==> src/sv/assert_macros.svh <==
// Assertion macros shared by the clock replacement block.
// Included by the modules that carry concurrent checks; no other dependencies.
`ifndef ASSERT_MACROS_SVH
`define ASSERT_MACROS_SVH
`ifndef SYNTHESIS
// Check a property on every rising clock edge outside reset.
`define CPR_ASSERT(lbl, clk, rst, prop) \
  lbl: assert property (@(posedge clk) disable iff (rst) (prop)) \
    else $error("cpr assertion failed");
// Check that a condition never holds outside reset.
`define CPR_NEVER(lbl, clk, rst, cond) \
  lbl: assert property (@(posedge clk) disable iff (rst) !(cond)) \
    else $error("cpr forbidden condition");
`else
`define CPR_ASSERT(lbl, clk, rst, prop)
`define CPR_NEVER(lbl, clk, rst, cond)
`endif
`endif

==> src/sv/cpr_pkg.sv <==
// Shared constants, codes and controller/datapath interface types for the
// clock replacement MMU. No dependencies.
`default_nettype none
package cpr_pkg;

  localparam int NUM_FRAMES = 16;
  localparam int MAX_PROCS  = 8;
  localparam int MAX_PAGES  = 64;

  localparam int FRAME_W  = $clog2(NUM_FRAMES);
  localparam int NACT_W   = $clog2(NUM_FRAMES + 1);
  localparam int PID_W    = $clog2(MAX_PROCS);
  localparam int PAGE_W   = $clog2(MAX_PAGES);
  localparam int PAGES_W  = $clog2(MAX_PAGES + 1);
  localparam int PT_AW    = PID_W + PAGE_W;
  localparam int PT_DEPTH = MAX_PROCS * MAX_PAGES;

  localparam int PK_W       = 11;
  localparam int AB_W       = 6;
  localparam int AF_W       = 5;
  localparam int CMD_W      = 2;
  localparam int SIZE_W     = 16;
  localparam int ADDR_W     = 24;
  localparam int STATUS_W   = 3;
  localparam int PNUM_W     = 16;
  localparam int EVPAGE_W   = 6;
  localparam int SUSP_W     = 8;
  localparam int CFG_IDX_W  = 2;
  localparam int CFG_DATA_W = 11;

  // address * bits / 8 / 1024 is a product followed by a 13-bit shift
  localparam int PROD_W     = ADDR_W + AB_W;
  localparam int KB_SHIFT   = 13;
  localparam int DIV_W      = PROD_W - KB_SHIFT;
  localparam int DIV_CNT_W  = $clog2(DIV_W + 1);

  typedef enum logic [CMD_W-1:0] {
    CMD_CREATE = 2'd0,
    CMD_READ   = 2'd1,
    CMD_WRITE  = 2'd2,
    CMD_NONE   = 2'd3
  } cmd_e_t;

  typedef enum logic [STATUS_W-1:0] {
    ST_CREATED   = 3'd0,
    ST_HIT       = 3'd1,
    ST_FAULT_NEW = 3'd2,
    ST_FAULT_DSK = 3'd3,
    ST_SUSPENDED = 3'd4,
    ST_UNKNOWN   = 3'd5,
    ST_DUPLICATE = 3'd6
  } status_e_t;

  typedef enum logic [CFG_IDX_W-1:0] {
    CFG_PAGE_KB       = 2'd0,
    CFG_ADDR_BITS     = 2'd1,
    CFG_ACTIVE_FRAMES = 2'd2
  } cfg_e_t;

  // One datapath operation per cycle, issued by the controller
  typedef enum logic [4:0] {
    OP_NONE,
    OP_LATCH,
    OP_MUL,
    OP_DIV_CREATE,
    OP_DIV_ACCESS,
    OP_DIV_STEP,
    OP_CLEAR,
    OP_CREATE_DONE,
    OP_SUSPEND,
    OP_PT_READ,
    OP_HIT,
    OP_HAND_INIT,
    OP_SCAN_STEP,
    OP_EVICT,
    OP_MAP,
    OP_RESULT_DUP,
    OP_OUT_LOAD
  } op_e_t;

  typedef struct packed {
    logic                 mapped;
    logic                 resident;
    logic [FRAME_W-1:0]   frame;
  } pt_entry_t;

  typedef struct packed {
    op_e_t op;
  } ctl_cmd_t;

  typedef struct packed {
    cmd_e_t command;
    logic   live;
    logic   div_done;
    logic   page_oob;
    logic   clear_done;
    logic   resident;
    logic   ref_at_hand;
    logic   out_free;
  } ctl_stat_t;

endpackage
`default_nettype wire

==> src/sv/cpr_ctrl.sv <==
// Sequencing controller for the clock replacement MMU.
// Uses cpr_pkg types; drives the datapath through ctl_cmd_t.
`default_nettype none
module cpr_ctrl (
  input  wire logic              clk,
  input  wire logic              rst,
  input  wire logic              item_valid,
  output logic                   item_ready,
  input  wire cpr_pkg::ctl_stat_t stat,
  output cpr_pkg::ctl_cmd_t      cmd
);

  typedef enum logic [3:0] {
    S_IDLE, S_DECODE, S_MUL, S_DIV, S_CLEAR, S_CREATE, S_SUSP,
    S_PTRD, S_LOOKUP, S_SCAN, S_EVICT, S_MAP, S_DONE
  } state_t;

  state_t state, state_next;

  assign item_ready = (state == S_IDLE);

  // next state and datapath operation
  always_comb begin
    state_next = state;
    cmd.op     = cpr_pkg::OP_NONE;
    unique case (state)
      S_IDLE: begin
        if (item_valid) begin
          cmd.op     = cpr_pkg::OP_LATCH;
          state_next = S_DECODE;
        end
      end
      S_DECODE: begin
        state_next = S_DONE;
        unique case (stat.command) inside
          cpr_pkg::CMD_CREATE: begin
            if (stat.live) begin
              cmd.op = cpr_pkg::OP_RESULT_DUP;
            end else begin
              cmd.op     = cpr_pkg::OP_DIV_CREATE;
              state_next = S_DIV;
            end
          end
          cpr_pkg::CMD_READ, cpr_pkg::CMD_WRITE: begin
            if (stat.live) begin
              cmd.op     = cpr_pkg::OP_MUL;
              state_next = S_MUL;
            end
          end
          default: state_next = S_DONE;
        endcase
      end
      S_MUL: begin
        cmd.op     = cpr_pkg::OP_DIV_ACCESS;
        state_next = S_DIV;
      end
      S_DIV: begin
        if (!stat.div_done) begin
          cmd.op = cpr_pkg::OP_DIV_STEP;
        end else if (stat.command == cpr_pkg::CMD_CREATE) begin
          state_next = S_CLEAR;
        end else if (stat.page_oob) begin
          state_next = S_SUSP;
        end else begin
          state_next = S_PTRD;
        end
      end
      S_CLEAR: begin
        if (!stat.clear_done) cmd.op = cpr_pkg::OP_CLEAR;
        else state_next = S_CREATE;
      end
      S_CREATE: begin
        cmd.op     = cpr_pkg::OP_CREATE_DONE;
        state_next = S_DONE;
      end
      S_SUSP: begin
        cmd.op     = cpr_pkg::OP_SUSPEND;
        state_next = S_DONE;
      end
      S_PTRD: begin
        cmd.op     = cpr_pkg::OP_PT_READ;
        state_next = S_LOOKUP;
      end
      S_LOOKUP: begin
        if (stat.resident) begin
          cmd.op     = cpr_pkg::OP_HIT;
          state_next = S_DONE;
        end else begin
          cmd.op     = cpr_pkg::OP_HAND_INIT;
          state_next = S_SCAN;
        end
      end
      S_SCAN: begin
        if (stat.ref_at_hand) cmd.op = cpr_pkg::OP_SCAN_STEP;
        else state_next = S_EVICT;
      end
      S_EVICT: begin
        cmd.op     = cpr_pkg::OP_EVICT;
        state_next = S_MAP;
      end
      S_MAP: begin
        cmd.op     = cpr_pkg::OP_MAP;
        state_next = S_DONE;
      end
      S_DONE: begin
        if (stat.out_free) begin
          cmd.op     = cpr_pkg::OP_OUT_LOAD;
          state_next = S_IDLE;
        end
      end
      default: state_next = S_IDLE;
    endcase
  end

  always_ff @(posedge clk) begin
    if (rst) begin
      state <= S_IDLE;
    end else begin
      state <= state_next;
    end
  end

endmodule
`default_nettype wire

==> src/sv/cpr_dp.sv <==
// Datapath of the clock replacement MMU: config, process table, page table
// memory, frame table, clock hand, shared divider and result word.
// Uses cpr_pkg and assert_macros.svh; driven by cpr_ctrl.
`default_nettype none
`include "assert_macros.svh"
module cpr_dp (
  input  wire logic                             clk,
  input  wire logic                             rst,
  input  wire logic                             cfg_valid,
  input  wire logic [cpr_pkg::CFG_IDX_W-1:0]    cfg_index,
  input  wire logic [cpr_pkg::CFG_DATA_W-1:0]   cfg_data,
  input  wire logic [cpr_pkg::CMD_W-1:0]        command,
  input  wire logic [cpr_pkg::PID_W-1:0]        process_id,
  input  wire logic [cpr_pkg::SIZE_W-1:0]       size_kb,
  input  wire logic [cpr_pkg::ADDR_W-1:0]       address,
  input  wire cpr_pkg::ctl_cmd_t                cmd,
  output cpr_pkg::ctl_stat_t                    stat,
  output logic                                  result_valid,
  input  wire logic                             result_ready,
  output logic [cpr_pkg::STATUS_W-1:0]          status,
  output logic [cpr_pkg::PNUM_W-1:0]            page_number,
  output logic [cpr_pkg::FRAME_W-1:0]           frame,
  output logic                                  evicted_valid,
  output logic [cpr_pkg::PID_W-1:0]             evicted_process,
  output logic [cpr_pkg::EVPAGE_W-1:0]          evicted_page,
  output logic [cpr_pkg::SUSP_W-1:0]            suspended_count
);

  // configuration
  logic [cpr_pkg::PK_W-1:0]  page_kb;
  logic [cpr_pkg::AB_W-1:0]  address_bits;
  logic [cpr_pkg::AF_W-1:0]  active_frames;

  // latched word
  logic [cpr_pkg::CMD_W-1:0]  cmd_q;
  logic [cpr_pkg::PID_W-1:0]  pid;
  logic [cpr_pkg::SIZE_W-1:0] size_q;
  logic [cpr_pkg::ADDR_W-1:0] addr_q;
  logic [cpr_pkg::PROD_W-1:0] prod;

  // process slots
  logic                          live  [cpr_pkg::MAX_PROCS];
  logic [cpr_pkg::PAGES_W-1:0]   pages [cpr_pkg::MAX_PROCS];

  // frame table
  logic                          frame_owned [cpr_pkg::NUM_FRAMES];
  logic [cpr_pkg::PID_W-1:0]     frame_owner [cpr_pkg::NUM_FRAMES];
  logic [cpr_pkg::PAGE_W-1:0]    frame_page  [cpr_pkg::NUM_FRAMES];
  logic                          frame_ref   [cpr_pkg::NUM_FRAMES];
  logic [cpr_pkg::FRAME_W-1:0]   hand;
  logic [cpr_pkg::SUSP_W-1:0]    suspensions;

  // page table memory, one read and one write port
  cpr_pkg::pt_entry_t            pt_mem [cpr_pkg::PT_DEPTH];
  cpr_pkg::pt_entry_t            pt_q;
  cpr_pkg::pt_entry_t            pt_wdata;
  logic                          pt_we;
  logic [cpr_pkg::PT_AW-1:0]     pt_waddr;
  logic [cpr_pkg::PT_AW-1:0]     pt_raddr;
  logic [cpr_pkg::PAGE_W:0]      clr_cnt;

  // divider
  logic [cpr_pkg::PK_W-1:0]      div_rem;
  logic [cpr_pkg::DIV_W-1:0]     div_q;
  logic [cpr_pkg::DIV_CNT_W-1:0] div_cnt;
  logic [cpr_pkg::PK_W:0]        div_t;
  logic                          div_bit;
  logic [cpr_pkg::PK_W-1:0]      pk;

  // result word under construction
  logic [cpr_pkg::STATUS_W-1:0]  res_status;
  logic [cpr_pkg::PNUM_W-1:0]    res_pnum;
  logic [cpr_pkg::FRAME_W-1:0]   res_frame;
  logic                          res_ev;
  logic [cpr_pkg::PID_W-1:0]     res_evp;
  logic [cpr_pkg::PAGE_W-1:0]    res_evg;

  logic [cpr_pkg::NACT_W-1:0]    n_act;
  logic [cpr_pkg::NACT_W-1:0]    hand_inc;
  logic [cpr_pkg::FRAME_W-1:0]   hand_wrap;
  logic [cpr_pkg::PAGES_W-1:0]   new_pages;
  logic [cpr_pkg::PNUM_W-1:0]    pnum_sat;

  // derived values
  assign pk = (page_kb == '0) ? cpr_pkg::PK_W'(1) : page_kb;

  always_comb begin
    if (active_frames == '0) n_act = cpr_pkg::NACT_W'(1);
    else if (cpr_pkg::NACT_W'(active_frames) > cpr_pkg::NACT_W'(cpr_pkg::NUM_FRAMES))
      n_act = cpr_pkg::NACT_W'(cpr_pkg::NUM_FRAMES);
    else n_act = cpr_pkg::NACT_W'(active_frames);
  end

  assign hand_inc  = cpr_pkg::NACT_W'(hand) + cpr_pkg::NACT_W'(1);
  assign hand_wrap = (hand_inc == n_act) ? '0 : hand_inc[cpr_pkg::FRAME_W-1:0];

  assign new_pages = (div_q >= cpr_pkg::DIV_W'(cpr_pkg::MAX_PAGES))
                   ? cpr_pkg::PAGES_W'(cpr_pkg::MAX_PAGES)
                   : div_q[cpr_pkg::PAGES_W-1:0];
  assign pnum_sat  = (|div_q[cpr_pkg::DIV_W-1:cpr_pkg::PNUM_W])
                   ? '1 : div_q[cpr_pkg::PNUM_W-1:0];

  // one restoring division step
  assign div_t   = {div_rem, div_q[cpr_pkg::DIV_W-1]};
  assign div_bit = (div_t >= {1'b0, pk});

  // status to controller
  always_comb begin
    stat.command     = cpr_pkg::cmd_e_t'(cmd_q);
    stat.live        = live[pid];
    stat.div_done    = (div_cnt == '0);
    stat.page_oob    = (div_q >= cpr_pkg::DIV_W'(pages[pid]));
    stat.clear_done  = clr_cnt[cpr_pkg::PAGE_W];
    stat.resident    = pt_q.resident;
    stat.ref_at_hand = frame_ref[hand];
    stat.out_free    = !result_valid || result_ready;
  end

  // configuration writes
  always_ff @(posedge clk) begin
    if (rst) begin
      page_kb       <= cpr_pkg::PK_W'(4);
      address_bits  <= cpr_pkg::AB_W'(16);
      active_frames <= cpr_pkg::AF_W'(16);
    end else if (cfg_valid) begin
      unique case (cpr_pkg::cfg_e_t'(cfg_index))
        cpr_pkg::CFG_PAGE_KB:       page_kb       <= cfg_data[cpr_pkg::PK_W-1:0];
        cpr_pkg::CFG_ADDR_BITS:     address_bits  <= cfg_data[cpr_pkg::AB_W-1:0];
        cpr_pkg::CFG_ACTIVE_FRAMES: active_frames <= cfg_data[cpr_pkg::AF_W-1:0];
        default: ;
      endcase
    end
  end

  // input latch, product and divider
  always_ff @(posedge clk) begin
    if (cmd.op == cpr_pkg::OP_LATCH) begin
      cmd_q  <= command;
      pid    <= process_id;
      size_q <= size_kb;
      addr_q <= address;
    end
    if (cmd.op == cpr_pkg::OP_MUL) begin
      prod <= cpr_pkg::PROD_W'(addr_q) * cpr_pkg::PROD_W'(address_bits);
    end
  end

  always_ff @(posedge clk) begin
    if (rst) begin
      div_cnt <= '0;
      clr_cnt <= '0;
    end else begin
      unique case (cmd.op)
        cpr_pkg::OP_DIV_CREATE: begin
          div_rem <= '0;
          div_q   <= cpr_pkg::DIV_W'(size_q) + cpr_pkg::DIV_W'(pk) - cpr_pkg::DIV_W'(1);
          div_cnt <= cpr_pkg::DIV_CNT_W'(cpr_pkg::DIV_W);
          clr_cnt <= '0;
        end
        cpr_pkg::OP_DIV_ACCESS: begin
          div_rem <= '0;
          div_q   <= prod[cpr_pkg::PROD_W-1:cpr_pkg::KB_SHIFT];
          div_cnt <= cpr_pkg::DIV_CNT_W'(cpr_pkg::DIV_W);
        end
        cpr_pkg::OP_DIV_STEP: begin
          div_rem <= div_bit ? cpr_pkg::PK_W'(div_t - {1'b0, pk})
                             : div_t[cpr_pkg::PK_W-1:0];
          div_q   <= {div_q[cpr_pkg::DIV_W-2:0], div_bit};
          div_cnt <= div_cnt - cpr_pkg::DIV_CNT_W'(1);
        end
        cpr_pkg::OP_CLEAR: clr_cnt <= clr_cnt + (cpr_pkg::PAGE_W+1)'(1);
        default: ;
      endcase
    end
  end

  // page table write select
  assign pt_raddr = {pid, div_q[cpr_pkg::PAGE_W-1:0]};

  always_comb begin
    pt_we    = 1'b0;
    pt_waddr = {pid, clr_cnt[cpr_pkg::PAGE_W-1:0]};
    pt_wdata = '0;
    case (cmd.op)
      cpr_pkg::OP_CLEAR: pt_we = 1'b1;
      cpr_pkg::OP_EVICT: begin
        pt_we    = frame_owned[hand];
        pt_waddr = {frame_owner[hand], frame_page[hand]};
        pt_wdata = '{mapped: 1'b1, resident: 1'b0, frame: hand};
      end
      cpr_pkg::OP_MAP: begin
        pt_we    = 1'b1;
        pt_waddr = pt_raddr;
        pt_wdata = '{mapped: 1'b1, resident: 1'b1, frame: hand};
      end
      default: ;
    endcase
  end

  // page table memory; a slot is swept clean on create before any access
  always_ff @(posedge clk) begin
    if (pt_we) pt_mem[pt_waddr] <= pt_wdata;
    if (cmd.op == cpr_pkg::OP_PT_READ) pt_q <= pt_mem[pt_raddr];
  end

  // process slots, frame table, clock hand, suspension count
  always_ff @(posedge clk) begin
    if (rst) begin
      for (int i = 0; i < cpr_pkg::MAX_PROCS; i++) begin
        live[i]  <= 1'b0;
        pages[i] <= '0;
      end
      for (int f = 0; f < cpr_pkg::NUM_FRAMES; f++) begin
        frame_owned[f] <= 1'b0;
        frame_owner[f] <= '0;
        frame_page[f]  <= '0;
        frame_ref[f]   <= 1'b0;
      end
      hand        <= '0;
      suspensions <= '0;
    end else begin
      case (cmd.op)
        cpr_pkg::OP_CREATE_DONE: begin
          live[pid]  <= 1'b1;
          pages[pid] <= new_pages;
        end
        cpr_pkg::OP_SUSPEND: begin
          for (int f = 0; f < cpr_pkg::NUM_FRAMES; f++) begin
            if (frame_owned[f] && frame_owner[f] == pid) begin
              frame_owned[f] <= 1'b0;
              frame_owner[f] <= '0;
              frame_page[f]  <= '0;
              frame_ref[f]   <= 1'b0;
            end
          end
          live[pid]  <= 1'b0;
          pages[pid] <= '0;
          if (suspensions != '1) suspensions <= suspensions + cpr_pkg::SUSP_W'(1);
        end
        cpr_pkg::OP_HIT: frame_ref[pt_q.frame] <= 1'b1;
        cpr_pkg::OP_HAND_INIT: begin
          if (cpr_pkg::NACT_W'(hand) >= n_act) hand <= '0;
        end
        cpr_pkg::OP_SCAN_STEP: begin
          frame_ref[hand] <= 1'b0;
          hand            <= hand_wrap;
        end
        cpr_pkg::OP_MAP: begin
          frame_owned[hand] <= 1'b1;
          frame_owner[hand] <= pid;
          frame_page[hand]  <= div_q[cpr_pkg::PAGE_W-1:0];
          hand              <= hand_wrap;
        end
        default: ;
      endcase
    end
  end

  // result word
  always_ff @(posedge clk) begin
    case (cmd.op)
      cpr_pkg::OP_LATCH: begin
        res_status <= cpr_pkg::ST_UNKNOWN;
        res_pnum   <= '0;
        res_frame  <= '0;
        res_ev     <= 1'b0;
        res_evp    <= '0;
        res_evg    <= '0;
      end
      cpr_pkg::OP_RESULT_DUP: res_status <= cpr_pkg::ST_DUPLICATE;
      cpr_pkg::OP_CREATE_DONE: begin
        res_status <= cpr_pkg::ST_CREATED;
        res_pnum   <= cpr_pkg::PNUM_W'(new_pages);
      end
      cpr_pkg::OP_SUSPEND: begin
        res_status <= cpr_pkg::ST_SUSPENDED;
        res_pnum   <= pnum_sat;
      end
      cpr_pkg::OP_HIT: begin
        res_status <= cpr_pkg::ST_HIT;
        res_pnum   <= pnum_sat;
        res_frame  <= pt_q.frame;
      end
      cpr_pkg::OP_EVICT: begin
        res_ev  <= frame_owned[hand];
        res_evp <= frame_owned[hand] ? frame_owner[hand] : '0;
        res_evg <= frame_owned[hand] ? frame_page[hand] : '0;
      end
      cpr_pkg::OP_MAP: begin
        res_status <= pt_q.mapped ? cpr_pkg::ST_FAULT_DSK : cpr_pkg::ST_FAULT_NEW;
        res_pnum   <= pnum_sat;
        res_frame  <= hand;
      end
      default: ;
    endcase
  end

  // output register
  always_ff @(posedge clk) begin
    if (rst) begin
      result_valid <= 1'b0;
    end else if (cmd.op == cpr_pkg::OP_OUT_LOAD) begin
      result_valid <= 1'b1;
    end else if (result_ready) begin
      result_valid <= 1'b0;
    end
  end

  always_ff @(posedge clk) begin
    if (cmd.op == cpr_pkg::OP_OUT_LOAD) begin
      status          <= res_status;
      page_number     <= res_pnum;
      frame           <= res_frame;
      evicted_valid   <= res_ev;
      evicted_process <= res_evp;
      evicted_page    <= cpr_pkg::EVPAGE_W'(res_evg);
      suspended_count <= suspensions;
    end
  end

  `CPR_NEVER(a_div_overrun, clk, rst, cmd.op == cpr_pkg::OP_DIV_STEP && div_cnt == '0)
  `CPR_ASSERT(a_valid_from_load, clk, rst, $rose(result_valid) |-> $past(cmd.op == cpr_pkg::OP_OUT_LOAD))
  `CPR_ASSERT(a_map_live, clk, rst, cmd.op == cpr_pkg::OP_MAP |-> live[pid])
  `CPR_ASSERT(a_load_free, clk, rst, cmd.op == cpr_pkg::OP_OUT_LOAD |-> (!result_valid || result_ready))

endmodule
`default_nettype wire

==> src/sv/clock_page_replacement_mmu_core.sv <==
// Top level of the clock (second-chance) page replacement MMU.
// Instantiates cpr_ctrl and cpr_dp; uses cpr_pkg.
//
// One word in, one result word out. Items are handled one at a time: a
// create runs latch, decode, the 17-step divider and a finishing step,
// a sweep of the process's 64-entry page table row and a finishing step,
// update and result load. An access runs a multiply, the 17-step divider
// and, unless it suspends, a page table read; a fault adds a clock scan
// that clears reference bits, at most the active frame count (taken as
// 1..16), then evict and map. Unknown and duplicate requests go straight
// to the result load. The result sits in an output register, so the next
// word is taken while a result waits; the item after that stalls in its
// last cycle until the waiting result is taken. Configuration writes are
// always accepted and must only be made while the block is idle.
`default_nettype none
module clock_page_replacement_mmu_core (
  input  wire logic                             clk,
  input  wire logic                             rst,
  input  wire logic                             cfg_valid,
  output logic                                  cfg_ready,
  input  wire logic [cpr_pkg::CFG_IDX_W-1:0]    cfg_index,
  input  wire logic [cpr_pkg::CFG_DATA_W-1:0]   cfg_data,
  input  wire logic                             item_valid,
  output logic                                  item_ready,
  input  wire logic [cpr_pkg::CMD_W-1:0]        command,
  input  wire logic [cpr_pkg::PID_W-1:0]        process_id,
  input  wire logic [cpr_pkg::SIZE_W-1:0]       size_kb,
  input  wire logic [cpr_pkg::ADDR_W-1:0]       address,
  output logic                                  result_valid,
  input  wire logic                             result_ready,
  output logic [cpr_pkg::STATUS_W-1:0]          status,
  output logic [cpr_pkg::PNUM_W-1:0]            page_number,
  output logic [cpr_pkg::FRAME_W-1:0]           frame,
  output logic                                  evicted_valid,
  output logic [cpr_pkg::PID_W-1:0]             evicted_process,
  output logic [cpr_pkg::EVPAGE_W-1:0]          evicted_page,
  output logic [cpr_pkg::SUSP_W-1:0]            suspended_count
);

  cpr_pkg::ctl_cmd_t  cmd;
  cpr_pkg::ctl_stat_t stat;

  assign cfg_ready = 1'b1;

  cpr_ctrl u_ctrl (
    .clk        (clk),
    .rst        (rst),
    .item_valid (item_valid),
    .item_ready (item_ready),
    .stat       (stat),
    .cmd        (cmd)
  );

  cpr_dp u_dp (
    .clk             (clk),
    .rst             (rst),
    .cfg_valid       (cfg_valid),
    .cfg_index       (cfg_index),
    .cfg_data        (cfg_data),
    .command         (command),
    .process_id      (process_id),
    .size_kb         (size_kb),
    .address         (address),
    .cmd             (cmd),
    .stat            (stat),
    .result_valid    (result_valid),
    .result_ready    (result_ready),
    .status          (status),
    .page_number     (page_number),
    .frame           (frame),
    .evicted_valid   (evicted_valid),
    .evicted_process (evicted_process),
    .evicted_page    (evicted_page),
    .suspended_count (suspended_count)
  );

endmodule
`default_nettype wire

==> config.mk <==
export PLATFORM = sky130hd
export DESIGN_NAME = clock_page_replacement_mmu_core
export DESIGN_NICKNAME = d
export VERILOG_FILES = /design/src/sv/cpr_pkg.sv /design/src/sv/cpr_ctrl.sv /design/src/sv/cpr_dp.sv /design/src/sv/clock_page_replacement_mmu_core.sv
export VERILOG_INCLUDE_DIRS = /design/src /design/src/sv
export SDC_FILE = /design/constraint.sdc
export NUM_CORES = 2
export LEC_CHECK = 0
export CAP_MARGIN = 15
export CORE_MARGIN = 2
export CORE_UTILIZATION = 50
export CTS_CLUSTER_DIAMETER = 50
export CTS_CLUSTER_SIZE = 30
export DETAILED_ROUTE_END_ITERATION = 10
export DONT_BUFFER_PORTS = 1
export SLEW_MARGIN = 30
export SYNTH_ARGS = -nofsm -noshare
export SYNTH_HDL_FRONTEND = slang
export SYNTH_SLANG_ARGS = --single-unit
==> constraint.sdc <==
create_clock -name clk -period 49.6 [get_ports clk]
set_input_delay 4.96 -clock clk [delete_from_list [all_inputs] [get_ports clk]]
set_output_delay 4.96 -clock clk [all_outputs]
set_load 0.02 [all_outputs]
==> out/summary.txt <==
Status - finished, final reports clean
H-Tree Depth - 5
CP startpoint - item_valid
Complex-gate fraction of the synthesized area - 1.82%
Syn Nets - 7686
Core ar. - 0.290 mm²
GR Overflow Total - 0
Die area - 0.296 mm²
CP Class - primary input to flip-flop
Distinct cells, synth - 92
Leak - 50.7 nW
Synthesized-area fraction occupied by adder cells - 2.04%
Mapped Area - 0.146 mm²
Synth Flop Type - edfxtp_1
Setup violators final - 0
Crit-path max FO - 167
Die extent in y - 544 µm
RSZ-0062 raised after global routing - no
XOR/XNOR share of the synthesized area - 0.523%
Num CTS Buffers - 339
Pwr/cell area - 44.6 mW/mm²
Worst R2R Path Depth - 12
Initial antenna violation count - 15
Register area - 0.106 mm²
DP Worst Slack - 38.89 ns
Simple-gate share of the synthesized area - 4.75%
Final worst path period share - 19.3%
Startpoint types - primary input
R2R Path End - u_dp.stat[2]
Max IR drop VDD - 84.5 µV
Req. time, crit path - 50.13 ns
CP endpoint - u_dp.pt_mem[504][4]
CTS resizes - 0
Post-CTS setup buffer count - 0
CTS sink cnt - 3540
WL final - 377000 µm
Multi-input logic area - 0.0377 mm²
Number of synthesized flops with an enable pin - 3466
Clk_skew - 0.0532 ns
Crit path time final - 9.59 ns
Maximum number of pins on one net before global-route repair - 173
Final Hold Slack - 0.419 ns
Leading area contributor after synthesis - edfxtp_1
Setup TNS Final - 0 ns
Worst R2R Setup Slack - 41.77 ns
Post-layout nets - 7753
Final Hold Fails - 0
Hold path depth - 0
Share of layout cells above drive strength 1 - 24.4%
Largest family of logic cells by synthesized area - multiplexers
#FFs+latches synth - 3540
Max-slew violations - 0
Via density - 6.23
Hold-fix buffers, CTS - 0
Syn. warnings - 0
CTS root buffer - clkbuf_16
Max Cap Viol - 0
Top cell type's share of synthesized area - 71.4%
Final antenna-violating net count - 0
Sequential share of the synthesized area - 72.4%
PortBufs - 0
Drt drc - 0
Filler cells - 21700
Post-synthesis mux area share - 16.6%
HPWL after detailed placement - 234000 µm
Drt first pass iters - 8
Worst Max-Slew Pin Slew - 1.14 ns
Area grow syn2layout - 11.5%
Post-synthesis average cell area - 19.6 µm²
Starting Density - 50.2%
Slew HR - 24.1%
Ports - 107
Fin worst setup slack - 40.01 ns
CTS tree - yes
Die width - 544 µm
Worst EP arrival - 10.12 ns
Ys async rst share - 0%
Clk buf depth - 4
Worst min-delay path class - flip-flop to flip-flop
Worst-path clk slew - 0.07 ns
Gr usage total - 25.6%
Crit end category - flip-flop
Routed len/inst - 32.2 µm
First-pass GRT wire length - 545000 µm
Area contributors post-synth - edfxtp_1 (71%), mux4_2 (16%), nor2_1 (1.7%)
Mapped Cells - 7439
Core Rows - 198
Reg2Reg Launch Point - u_dp.div_q[0]
GPL Wtd Cong - 0.879
Worst-Skew Late Latency - 0.94 ns
Initial DRC count - 8626
Vias in the first global route - 73700
Maximum clock rate - 104 MHz
Via count - 72900
==> worst max-delay path: stages <==
cell       delay, ns
a2bb2oi_1       0.12
o21ai_0         0.12
o21a_1          0.23
a211o_1         0.26
buf_4           0.21
clkinv_16       0.23
nor2_8          0.15
inv_8           0.48
buf_12          0.54
o21ai_0         0.25
nor2_2          0.14
buf_4           0.32
nand3_1         0.76
nor3_1          1.02
==> logic make-up (layout without fill, tap and decap cells) <==
family          after synthesis  count (layout)
compound gates              402             402
xor+xnor                     87              87
fa+ha+maj                   184             184
buf+inv                     630             986
flops                      3540            3540
mux                        1124            1124
other cells                   1               7
simple gates               1471            1471
==> sequential cells by signal (all words and copies together), names as in the netlist, 6 cells and up, named ones only <==
signal / cells
u_dp.suspensions: 8
u_dp.page_number: 16
u_dp.frame_page: 96
u_dp.res_evg: 6
u_dp.address_bits: 6
u_dp.frame_owned: 16
u_dp.live: 8
u_dp.addr_q: 24
u_dp.suspended_count: 8
u_dp.frame_ref: 16
u_dp.div_q: 17
u_dp.prod: 17
u_dp.frame_owner: 48
u_dp.pages: 56
u_dp.evicted_page: 6
u_dp.clr_cnt: 7
u_dp.page_kb: 11
u_dp.pt_mem: 3072
u_dp.size_q: 16
u_dp.res_pnum: 16
u_dp.div_rem: 11
==> cell usage after synthesis, types with 7 or more instances <==
cell type / n
a211oi_1: 13
a21boi_0: 7
a21o_1: 36
a21oi_1: 89
a22oi_1: 28
a31oi_1: 10
and2_1: 220
and3_1: 9
buf_1: 64
buf_2: 121
buf_6: 11
clkbuf_1: 232
dfxtp_1: 74
edfxtp_1: 3466
fa_1: 90
ha_1: 94
inv_1: 190
mux2_2: 9
mux2i_1: 80
mux4_2: 1033
nand2_1: 182
nand2b_1: 34
nand3_1: 42
nand3_2: 9
nand4_1: 8
nor2_1: 661
nor2b_1: 25
nor3_1: 178
nor4_1: 39
o211ai_1: 11
o21a_1: 19
o21ai_0: 87
o21bai_1: 11
o221ai_1: 7
o22ai_1: 17
o31ai_1: 7
or2_1: 10
or2_2: 12
or3_1: 10
xnor2_1: 22
xor2_1: 65
==> final cells by class <==
cell class              instances  area share (%)
well taps                    3900            3.00
diodes                          6         0.00924
repair buffers                159           0.922
clock buffers                 359            5.34
multi-input cells            3269            23.2
flip-flops and latches       3540            65.0
inverters                     197           0.480
clock inverters               271            2.04
==> cells in the final DEF (no fill, tap or decap), types with 80 or more instances in the layout <==
master and instances:
edfxtp_1 3466, mux4_2 1033, nor2_1 655, clkbuf_16 343
and2_1 218, inv_1 188, nand2_1 178, nor3_1 167
buf_4 130, ha_1 94, fa_1 90, a21oi_1 88
o21ai_0 84, mux2i_1 80
==> worst min path at each step <==
stage,startpoint,endpoint,slack (ns)
global placement,u_dp.res_evg[1],u_dp.evicted_page[1],0.40
floorplan,u_dp.res_evg[0],u_dp.evicted_page[0],0.40
detailed placement,u_dp.res_evg[5],u_dp.evicted_page[5],0.40
CTS,u_dp.res_evg[5],u_dp.evicted_page[5],0.42
global route,u_dp.res_pnum[8],u_dp.page_number[8],0.42
finish,u_dp.res_pnum[5],u_dp.page_number[5],0.42
==> metal layers <==
metal  vias to the layer above  routed length, µm  GRT usage [%]  part of all wire (%)
met5                         -                 26              0                0.0069
met4                         4              13000           8.15                   3.4
met3                       565              30200           4.64                   8.0
met2                      3369             182000           40.8                    48
met1                     38700             152000           36.2                    40
li1                      30200                  -              -                     -
==> stage by stage <==
stage | utilization [%] | std cells | power (mW) | cell area (µm²)
after floorplan | - | 7439 | 4.20 | 146000
final | 55.9 | 11700 | 7.25 | 162000
after CTS | 55.9 | 11700 | 7.30 | 162000
after detailed placement | 51.8 | 11100 | 4.59 | 150000
after global routing | 55.9 | 11700 | 7.50 | 162000
after global placement | 51.7 | 11100 | 4.58 | 150000
==> power by group <==
| group | switching, mW | total [mW] | internal (mW) |
|---|---|---|---|
| logic | 0.703 | 1.12 | 0.417 |
| registers | 0.0468 | 3.39 | 3.35 |
| clock network | 1.28 | 2.73 | 1.45 |
No activity file was read; power rests on OpenSTA's default activity.
